===== src/irc_tag_pkg.sv =====
// Package for the IRC message field tagger: parse phases, field tags,
// character constants and the result record shared by the parser and top level.
// No dependencies.
`default_nettype none

package irc_tag_pkg;

   localparam logic [7:0] CHAR_COLON = 8'h3A;
   localparam logic [7:0] CHAR_BANG  = 8'h21;
   localparam logic [7:0] CHAR_AT    = 8'h40;
   localparam logic [7:0] CHAR_SPACE = 8'h20;

   typedef enum logic [3:0] {
      PH_LINE_START  = 4'd0,
      PH_PREFIX_HEAD = 4'd1,
      PH_USER        = 4'd2,
      PH_HOST        = 4'd3,
      PH_CMD_WAIT    = 4'd4,
      PH_CMD         = 4'd5,
      PH_PARAM_WAIT  = 4'd6,
      PH_MIDDLE      = 4'd7,
      PH_TRAILING    = 4'd8
   } phase_type;

   typedef enum logic [2:0] {
      TAG_SEP    = 3'd0,
      TAG_HEAD   = 3'd1,
      TAG_USER   = 3'd2,
      TAG_HOST   = 3'd3,
      TAG_CMD    = 3'd4,
      TAG_MIDDLE = 3'd5,
      TAG_TRAIL  = 3'd6
   } field_tag_type;

   localparam logic [1:0] KIND_NONE   = 2'd0;
   localparam logic [1:0] KIND_SERVER = 2'd1;
   localparam logic [1:0] KIND_NUH    = 2'd2;

   typedef struct packed {
      logic [7:0]    byte_out;
      field_tag_type field_tag;
      logic          token_start;
      logic [3:0]    param_index;
      logic [1:0]    prefix_kind;
      logic          prefix_done;
      logic          malformed;
      logic          last_out;
   } result_type;

endpackage

`default_nettype wire


===== src/irc_tag_parse.sv =====
// Parser core of the IRC message field tagger: line state registers and the
// per-byte tagging logic. Depends on irc_tag_pkg.
`default_nettype none

module irc_tag_parse #(
   parameter int MAX_PARAMS = 15
) (
   input  wire logic                   clock,
   input  wire logic                   reset,
   input  wire logic                   step,
   input  wire logic [7:0]             line_byte,
   input  wire logic                   line_end,
   output irc_tag_pkg::result_type     result
);
   import irc_tag_pkg::*;

   localparam logic [3:0] ParamCap = (MAX_PARAMS < 15) ? 4'(MAX_PARAMS) : 4'd15;

   phase_type  phase_ff, phase_in;
   logic       seen_bang_ff, seen_bang_in;
   logic [3:0] count_ff, count_in;
   logic       in_token_ff, in_token_in;
   logic       cmd_seen_ff, cmd_seen_in;

   logic is_space;
   logic is_colon;

   assign is_space  = (line_byte == CHAR_SPACE);
   assign is_colon  = (line_byte == CHAR_COLON);

   // Next-state logic.
   always_comb begin
      phase_in     = phase_ff;
      seen_bang_in = seen_bang_ff;
      count_in     = count_ff;
      in_token_in  = in_token_ff;
      cmd_seen_in  = cmd_seen_ff;
      unique case (phase_ff)
         PH_PREFIX_HEAD, PH_USER, PH_HOST: begin
            if (is_space) begin
               phase_in    = PH_CMD_WAIT;
               in_token_in = 1'b0;
            end else if (phase_ff == PH_PREFIX_HEAD && line_byte == CHAR_BANG) begin
               seen_bang_in = 1'b1;
               phase_in     = PH_USER;
               in_token_in  = 1'b0;
            end else if (phase_ff == PH_USER && line_byte == CHAR_AT) begin
               phase_in    = PH_HOST;
               in_token_in = 1'b0;
            end else begin
               in_token_in = 1'b1;
            end
         end
         PH_CMD: begin
            if (is_space) begin
               phase_in    = PH_PARAM_WAIT;
               in_token_in = 1'b0;
            end
         end
         PH_PARAM_WAIT: begin
            if (is_space) begin
               phase_in = PH_PARAM_WAIT;
            end else if (is_colon) begin
               phase_in    = PH_TRAILING;
               in_token_in = 1'b0;
            end else begin
               phase_in    = PH_MIDDLE;
               in_token_in = 1'b1;
            end
         end
         PH_MIDDLE: begin
            if (is_space) begin
               if (count_ff < ParamCap) begin
                  count_in = count_ff + 4'd1;
               end
               phase_in    = PH_PARAM_WAIT;
               in_token_in = 1'b0;
            end
         end
         PH_TRAILING: begin
            in_token_in = 1'b1;
         end
         default: begin
            // Line start and waiting for the command; only a colon as the
            // very first byte opens a prefix.
            if (phase_ff == PH_LINE_START && is_colon) begin
               phase_in    = PH_PREFIX_HEAD;
               in_token_in = 1'b0;
            end else if (is_space) begin
               phase_in    = PH_CMD_WAIT;
               in_token_in = 1'b0;
            end else begin
               cmd_seen_in = 1'b1;
               phase_in    = PH_CMD;
               in_token_in = 1'b1;
            end
         end
      endcase
      if (line_end) begin
         phase_in     = PH_LINE_START;
         seen_bang_in = 1'b0;
         count_in     = 4'd0;
         in_token_in  = 1'b0;
         cmd_seen_in  = 1'b0;
      end
   end

   // Output logic.
   always_comb begin
      result             = '0;
      result.byte_out    = line_byte;
      result.field_tag   = TAG_SEP;
      result.last_out    = line_end;
      result.prefix_kind = KIND_NONE;
      unique case (phase_ff)
         PH_PREFIX_HEAD, PH_USER, PH_HOST: begin
            if (is_space) begin
               result.prefix_done = 1'b1;
               result.prefix_kind = seen_bang_ff ? KIND_NUH : KIND_SERVER;
            end else if (!(phase_ff == PH_PREFIX_HEAD && line_byte == CHAR_BANG) &&
                         !(phase_ff == PH_USER && line_byte == CHAR_AT)) begin
               result.field_tag   = (phase_ff == PH_PREFIX_HEAD) ? TAG_HEAD :
                                    (phase_ff == PH_USER) ? TAG_USER : TAG_HOST;
               result.token_start = !in_token_ff;
            end
         end
         PH_CMD: begin
            if (!is_space) begin
               result.field_tag = TAG_CMD;
            end
         end
         PH_PARAM_WAIT: begin
            if (!is_space && !is_colon) begin
               result.field_tag   = TAG_MIDDLE;
               result.token_start = 1'b1;
               result.param_index = count_ff;
            end
         end
         PH_MIDDLE: begin
            if (!is_space) begin
               result.field_tag   = TAG_MIDDLE;
               result.param_index = count_ff;
            end
         end
         PH_TRAILING: begin
            result.field_tag   = TAG_TRAIL;
            result.token_start = !in_token_ff;
         end
         default: begin
            if (!(phase_ff == PH_LINE_START && is_colon) && !is_space) begin
               result.field_tag   = TAG_CMD;
               result.token_start = 1'b1;
            end
         end
      endcase
      // A command byte that is itself the last byte of the line also counts.
      result.malformed = line_end && !(cmd_seen_ff || (result.field_tag == TAG_CMD));
   end

   always_ff @(posedge clock) begin
      if (reset) begin
         phase_ff     <= PH_LINE_START;
         seen_bang_ff <= 1'b0;
         count_ff     <= 4'd0;
         in_token_ff  <= 1'b0;
         cmd_seen_ff  <= 1'b0;
      end else if (step) begin
         phase_ff     <= phase_in;
         seen_bang_ff <= seen_bang_in;
         count_ff     <= count_in;
         in_token_ff  <= in_token_in;
         cmd_seen_ff  <= cmd_seen_in;
      end
   end

endmodule

`default_nettype wire


===== src/irc_message_field_tagger_top.sv =====
// Top level of the IRC message field tagger: input request register, parser
// core and result register. Depends on irc_tag_pkg and irc_tag_parse.
// An accepted request is held in the input register, tagged by the parser and then
// captured in the result register once the output is free.
// Throughput: one byte per cycle while rsp_tready does not stall the output.
// Reset clears both register stages and returns the parser to line start.
`default_nettype none

module irc_message_field_tagger_top #(
   parameter int MAX_PARAMS = 15
) (
   input  wire logic        clock,
   input  wire logic        reset,
   input  wire logic        req_tvalid,
   output logic             req_tready,
   input  wire logic [7:0]  req_tdata,   // [7:0] line_byte
   input  wire logic        req_tlast,
   output logic             rsp_tvalid,
   input  wire logic        rsp_tready,
   output logic [23:0]      rsp_tdata,   // [7:0] byte_out, [8] token_start,
                                         // [12:9] param_index, [14:13] prefix_kind,
                                         // [15] prefix_done, [16] malformed, zero above
   output logic [2:0]       rsp_tuser,   // [2:0] field_tag
   output logic             rsp_tlast
);
   import irc_tag_pkg::*;

   logic       in_valid_ff;
   logic [7:0] in_byte_ff;
   logic       in_last_ff;
   logic       out_valid_ff;
   result_type out_ff;
   result_type result;
   logic       out_free;
   logic       step;

   assign out_free   = !out_valid_ff || rsp_tready;
   assign step       = in_valid_ff && out_free;
   assign req_tready = !in_valid_ff || out_free;

   irc_tag_parse #(
      .MAX_PARAMS (MAX_PARAMS)
   ) u_parse (
      .clock     (clock),
      .reset     (reset),
      .step      (step),
      .line_byte (in_byte_ff),
      .line_end  (in_last_ff),
      .result    (result)
   );

   always_ff @(posedge clock) begin
      if (reset) begin
         in_valid_ff  <= 1'b0;
         out_valid_ff <= 1'b0;
      end else begin
         if (req_tready) begin
            in_valid_ff <= req_tvalid;
         end
         if (out_free) begin
            out_valid_ff <= in_valid_ff;
         end
      end
   end

   always_ff @(posedge clock) begin
      if (req_tready && req_tvalid) begin
         in_byte_ff <= req_tdata;
         in_last_ff <= req_tlast;
      end
      if (step) begin
         out_ff <= result;
      end
   end

   assign rsp_tvalid = out_valid_ff;
   assign rsp_tdata  = {7'd0, out_ff.malformed, out_ff.prefix_done, out_ff.prefix_kind,
                        out_ff.param_index, out_ff.token_start, out_ff.byte_out};
   assign rsp_tuser  = out_ff.field_tag;
   assign rsp_tlast  = out_ff.last_out;

endmodule

`default_nettype wire


===== config.mk =====
export PLATFORM = sky130hd
export DESIGN_NAME = irc_message_field_tagger_top
export DESIGN_NICKNAME = d
export VERILOG_FILES = /design/src/irc_tag_pkg.sv /design/src/irc_tag_parse.sv /design/src/irc_message_field_tagger_top.sv
export SDC_FILE = /design/constraint.sdc
export NUM_CORES = 1
export LEC_CHECK = 0
export BUFFER_PORTS_ARGS = -buffer_cell sky130_fd_sc_hd__buf_4
export CORE_MARGIN = 3
export CORE_UTILIZATION = 55
export DETAILED_ROUTE_END_ITERATION = 8
export PLACE_DENSITY_LB_ADDON = 0.15
export RECOVER_POWER = 25
export SLEW_MARGIN = 10
export SYNTH_ARGS = -nofsm -noshare
export SYNTH_HDL_FRONTEND = slang
export SYNTH_SLANG_ARGS = --single-unit
export TNS_END_PERCENT = 30

===== constraint.sdc =====
create_clock -name clock -period 3.39 [get_ports clock]
set_input_delay 0.5085 -clock clock [delete_from_list [all_inputs] [get_ports clock]]
set_output_delay 0.5085 -clock clock [all_outputs]
set_load 0.05 [all_outputs]

## After elaboration in Yosys (flattened, before gate mapping)

Index checks and enable logic that the tools add are counted.

- Bits in read-only memories: 0
- Bits in latches: 0
- Memories: 0
- Logic and storage cells: 120
- Register bits: 43
- Bits in writable memories: 0

- $add $sub $neg: 1
- Mux-type cells: 46
- Divide/modulo/power cells: 0
- Shift operators: 0
- Bitwise gates (word level): 0
- Equal/unequal tests: 19
- Multipliers: 0
- $lt $le $gt $ge: 1
- Reductions and logical operators: 36

Operators by type and width:

| kind | count |
|---|---|
| 4-bit 2-to-1 mux | 16 |
| 8-bit by 6-bit equality test with 1-bit output, second input constant | 3 |
| 1-bit 2-to-1 mux | 20 |
| 4-bit case mux with 4 select lines | 1 |
| 4-bit AND reduction | 4 |
| 3-bit case mux with 5 select lines | 1 |
| 4-bit by 3-bit equality test with 1-bit output, second input constant | 3 |
| 2-bit nonzero test | 5 |
| 1-bit logical AND | 9 |
| 1-bit zero test | 9 |
| 3-bit 2-to-1 mux | 3 |
| 4-bit by 2-bit equality test with 1-bit output, second input constant | 2 |
| 8-bit by 7-bit equality test with 1-bit output, second input constant | 1 |
| 8-bit 2-to-1 mux | 1 |
| 1-bit case mux with 4 select lines | 2 |
| 4-bit case mux with 2 select lines | 1 |
| 7-bit OR reduction | 1 |
| 2-bit inequality test, second input constant | 3 |
| 5-bit by 2-bit inequality test with 1-bit output, second input constant | 1 |
| 4-bit by 1-bit adder with 4-bit output, second input constant | 1 |
| 4-bit by 1-bit equality test with 1-bit output, second input constant | 1 |
| 4-bit equality test, second input constant | 1 |
| 4-bit zero test | 1 |
| 4-bit less-than comparator, second input constant | 1 |
| other kinds (10) | 12 |

## Logic depth before layout (Yosys ltp)

- Depth in word-level cells: 11
- Depth in mapped cells: 7
- Gate-level depth less buffers: 6

## Modules after synthesis

From an unflattened synthesis, not the netlist that was laid out.

- Cells, all modules: 201
- Area, all modules: 2205.9 um2

Modules (own cells, without submodules):

| module | cells each | times used | area each (um2) | seq. area each (um2) |
|---|---|---|---|---|
| irc_tag_parse | 153 | 1 | 1144.8 | 220.2 |
| irc_message_field_tagger_top | 48 | 1 | 1061.0 | 940.9 |

## Least setup slack after synthesis

Ideal clock, no wire load.

- Path type: register -> register
- Start point: reg in_byte_ff[7]
- End point: reg out_ff, in the netlist rsp_tuser[2], data pin
- Buffers on the path: 2
- Arrival time: 1805 ps
- Clock period less this slack: 2064 ps
- Required time: 3131 ps
- Cell stages (with the launch flop): 8
- Setup slack: 1326 ps
- Path through: edfxtp_1 or4b_1 buf_6 or2_1 buf_6 a21oi_1 a31oi_1 or2_1

RTL lines:

| what | line | RTL |
|---|---|---|
| start, declared | irc_message_field_tagger_top.sv:29 | `logic [7:0] in_byte_ff;` |
| start signal, assigned | irc_message_field_tagger_top.sv:68 | `in_byte_ff <= req_tdata;` |
| end signal, assigned | irc_message_field_tagger_top.sv:72 | `out_ff <= result;` |
| end, declared | irc_message_field_tagger_top.sv:32 | `result_type out_ff;` |

==> run summary <==
proportion of power drawn by the clock network: 0.293
unrepaired setup endpoints after global routing: false
count of antenna-violating nets left after detailed routing: 0
GRT Residual Overflow: 0
core region area: 0.00347 mm2
post-detail-place hpwl: 3040 um
commonest cells in the synthesized netlist: sky130_fd_sc_hd__edfxtp_1, sky130_fd_sc_hd__nor2_1, sky130_fd_sc_hd__a21oi_1, sky130_fd_sc_hd__dfxtp_1, sky130_fd_sc_hd__nand2_1
Net Sw Frac: 0.265
largest net degree at the start of global routing: 21
cell with the most instances after synthesis: sky130_fd_sc_hd__edfxtp_1
power per cell area: 436 mW/mm2
area share of the largest cell type after synthesis: 0.435
type of the worst setup path: flip-flop to flip-flop
internal power: 0.000768 W
number of global-route vias before repair: 1,497
largest cells by area after synthesis: sky130_fd_sc_hd__edfxtp_1, sky130_fd_sc_hd__dfxtp_1, sky130_fd_sc_hd__a21oi_1
hold_buf cts: 0
run status: completed
Core Rows: 21
Overall Global Routing Usage: 0.206
buffers added on ports: 35
Worst R2R End: rsp_tuser[2]
Synth async-reset ratio: 0
DR vias: 1,551
end point of the worst hold path: in_byte_ff[0]
prevailing post-synth register cell: sky130_fd_sc_hd__edfxtp_1
Worst Slack Setup Final: 1110 ps
diode insertion count for antenna repair: 0
CP most frequent cell: sky130_fd_sc_hd__or2_1
arrival time of data at the critical path endpoint: 2330 ps
root cell of the clock tree: sky130_fd_sc_hd__clkbuf_8
effective utilization at floorplan: 0.597
TritonCTS clock tree: yes
count of unresolved DRC violations after routing: 0
post-route clock period utilization: 0.673
average footprint of a synthesized cell: 11.0 um2
fraction of layout cells with a size suffix above 1: 0.241
Sequential Power Share: 0.577
type of element capturing the critical path: flip-flop
startpoint of the most critical hold path: req_tdata[0]
register bit total from synthesis: 43
longest individual stage delay on the worst path: 670 ps
Max Clk Rate: 438 MHz
final setup violation count: 0
Post-CTS Setup Repair Bufs: 0
number of distinct library cells after synthesis: 56
setup clock skew after layout: 4.74 ps
data required time of the worst path: 3440 ps
Worst Hold Class: input pin to flip-flop
worst r2r src: in_byte_ff[0]
worst r2r path cells: 5
largest voltage drop on the vdd net: 0.000295 V
global-route wire length before repair: 6830 um
number of buffers added by the clock tree synthesis step: 5
Synth Cell Area: 0.00207 mm2
sum of routed wire length over all layers: 4160 um
Leakage: 0.860 nW
Die Height: 67.4 um
antenna violations before repair: 0
clk slew on worst S/H paths: 80 ps
type of element launching the critical path: flip-flop
number of gates given a new drive strength after cts: 0
chip width: 67.4 um
count of endpoints failing hold in the final timing report: 0
area added between synthesis and finish: 15.6%
clk buf depth: 2
number of max-capacitance violations reported: 0
worst path buffer plus inverter count: 0
post-DR wirelength/cell: 15.6 um
series of cell instances along the critical path: or4b_1 > or2_1 > a21oi_1 > a31oi_1 > or2_1
H-tree depth: 2
yosys synthesis warning count: 0
number of search-and-repair iterations in the first detailed-routing pass: 4
CTS sink count: 43
number of enable-type register cells in the synthesized netlist: 30
CP top delay family: simple AND/OR/NAND/NOR gates
total of fill cells in the finished design: 287
via-per-instance ratio: 5.83
synthesized instance count: 188
library cell occupying the most area in the post-synthesis netlist: sky130_fd_sc_hd__edfxtp_1
remaining max-slew budget at the tightest pin: 0.537
WHS Path Cells: 1
slew at the pin closest to its max-slew limit: 693 ps
I/O pins: 43
part of the power in combinational logic: 0.130
fin util: 0.691
last weighted congestion value of the routability-driven placer: 0.870
floorplan die area: 0.00454 mm2
count of final max-slew check failures: 0
Net count, final: 233
setup slack of the most critical reg-to-reg path: 1110 ps
time the final worst path needs with I/O delays and setup: 2280 ps
clock insertion delay at the later pin of the skew report: 290 ps
critical path peak fanout: 9
setup TNS: 0 ps
sw power: 0.000276 W
DRT iter0 DRCs: 164
start point of the critical path: in_byte_ff[0]
fraction of the yosys area taken by sequential cells: 0.560
Critical Path Slowest Stage Cell: sky130_fd_sc_hd__or4b_1
Setup Slack @ Placement: 1140 ps
per-stage QoR:
step	std cells	power [W]	instance area, um2	hold WS [ps]
final	266	0.00104	2400	408
after global routing	266	0.00109	2400	395
after CTS	266	0.00105	2400	379
after detailed placement	258	0.000750	2310	455
after global placement	258	0.000747	2310	443
after floorplan	194	0.000715	2090	432
how the worst max path moves through the flow:
stage,to,cells after the start
finish,rsp_tuser[2],5
CTS,rsp_tuser[2],5
detailed placement,rsp_tuser[2],5
global placement,rsp_tuser[2],5
floorplan,rsp_tuser[2],7
global route,rsp_tuser[2],5
sequential cells by signal (all words and copies together) (netlist names), 3 cells and up:
name / flops
in_byte_ff: 8
rsp_tdata: 17
rsp_tuser: 3
u_parse.count_ff: 4
u_parse.phase_ff: 4
placed cells by master, fill, tap and decap left out, types with 2 or more instances in the layout:
cell                        n
sky130_fd_sc_hd__nand3b_1   5
sky130_fd_sc_hd__and2_1     6
sky130_fd_sc_hd__nand2b_1   5
sky130_fd_sc_hd__o221ai_1   2
sky130_fd_sc_hd__edfxtp_1  30
sky130_fd_sc_hd__xnor2_1    3
sky130_fd_sc_hd__or2_2      2
sky130_fd_sc_hd__a21oi_1   13
sky130_fd_sc_hd__clkbuf_8   5
sky130_fd_sc_hd__conb_1     7
sky130_fd_sc_hd__o21ai_0    6
sky130_fd_sc_hd__nand4b_1   2
sky130_fd_sc_hd__nor2b_1    2
sky130_fd_sc_hd__inv_1      6
sky130_fd_sc_hd__dfxtp_1   13
sky130_fd_sc_hd__o31ai_1    3
sky130_fd_sc_hd__or2_1      3
sky130_fd_sc_hd__a31oi_1    4
sky130_fd_sc_hd__and3_1     2
sky130_fd_sc_hd__a211oi_1   2
sky130_fd_sc_hd__nand2_1    9
sky130_fd_sc_hd__nor2_1    15
sky130_fd_sc_hd__o21a_1     3
sky130_fd_sc_hd__nor3_2     2
sky130_fd_sc_hd__clkbuf_4   9
sky130_fd_sc_hd__nand3_1    2
sky130_fd_sc_hd__buf_4     27
sky130_fd_sc_hd__nor3_1     4
power by group through the flow:
stage / registers (W) / logic, W / clock network (W)
after floorplan: 0.000645 / 0.0000697 / 0
after global placement: 0.000612 / 0.000135 / 0
after detailed placement: 0.000614 / 0.000137 / 0
after CTS: 0.000602 / 0.000137 / 0.000316
after global routing: 0.000604 / 0.000145 / 0.000343
final: 0.000602 / 0.000136 / 0.000306
cell families (layout without fill, tap and decap cells):
family	after synthesis	after routing	synth area share
DFF	43	43	0.560
muxes	1	1	0.00483
xor gates and xnor gates	3	3	0.0127
AOI/OAI and AO/OA	47	47	0.159
and+or+nand+nor	68	68	0.191
adders and majority gates	1	1	0.00604
buffers and inverters	24	50	0.0646
other	1	7	0.00181
cell type report:
cell class	count	area (um2)	share of cell area
Timing Repair Buffer	36	270	0.113
Clock buffer	6	72.6	0.0303
Multi-Input combinational cell	127	800	0.334
Sequential cell	43	1160	0.485
Inverter	6	22.5	0.00940
Tap cell	46	57.6	0.0240
Clock inverter	2	12.5	0.00522
metal layers:
layer  global-route usage  vias up  routed length [um]  part of all wire
li1                     -      741                   -                 -
met1                0.254      724                1680              0.40
met2                0.345       78                2040              0.49
met3               0.0499        8                 366             0.088
met4               0.0886        0                  74             0.018
met5                    0        -                   0                 0
(Power assumes the default switching activity.)
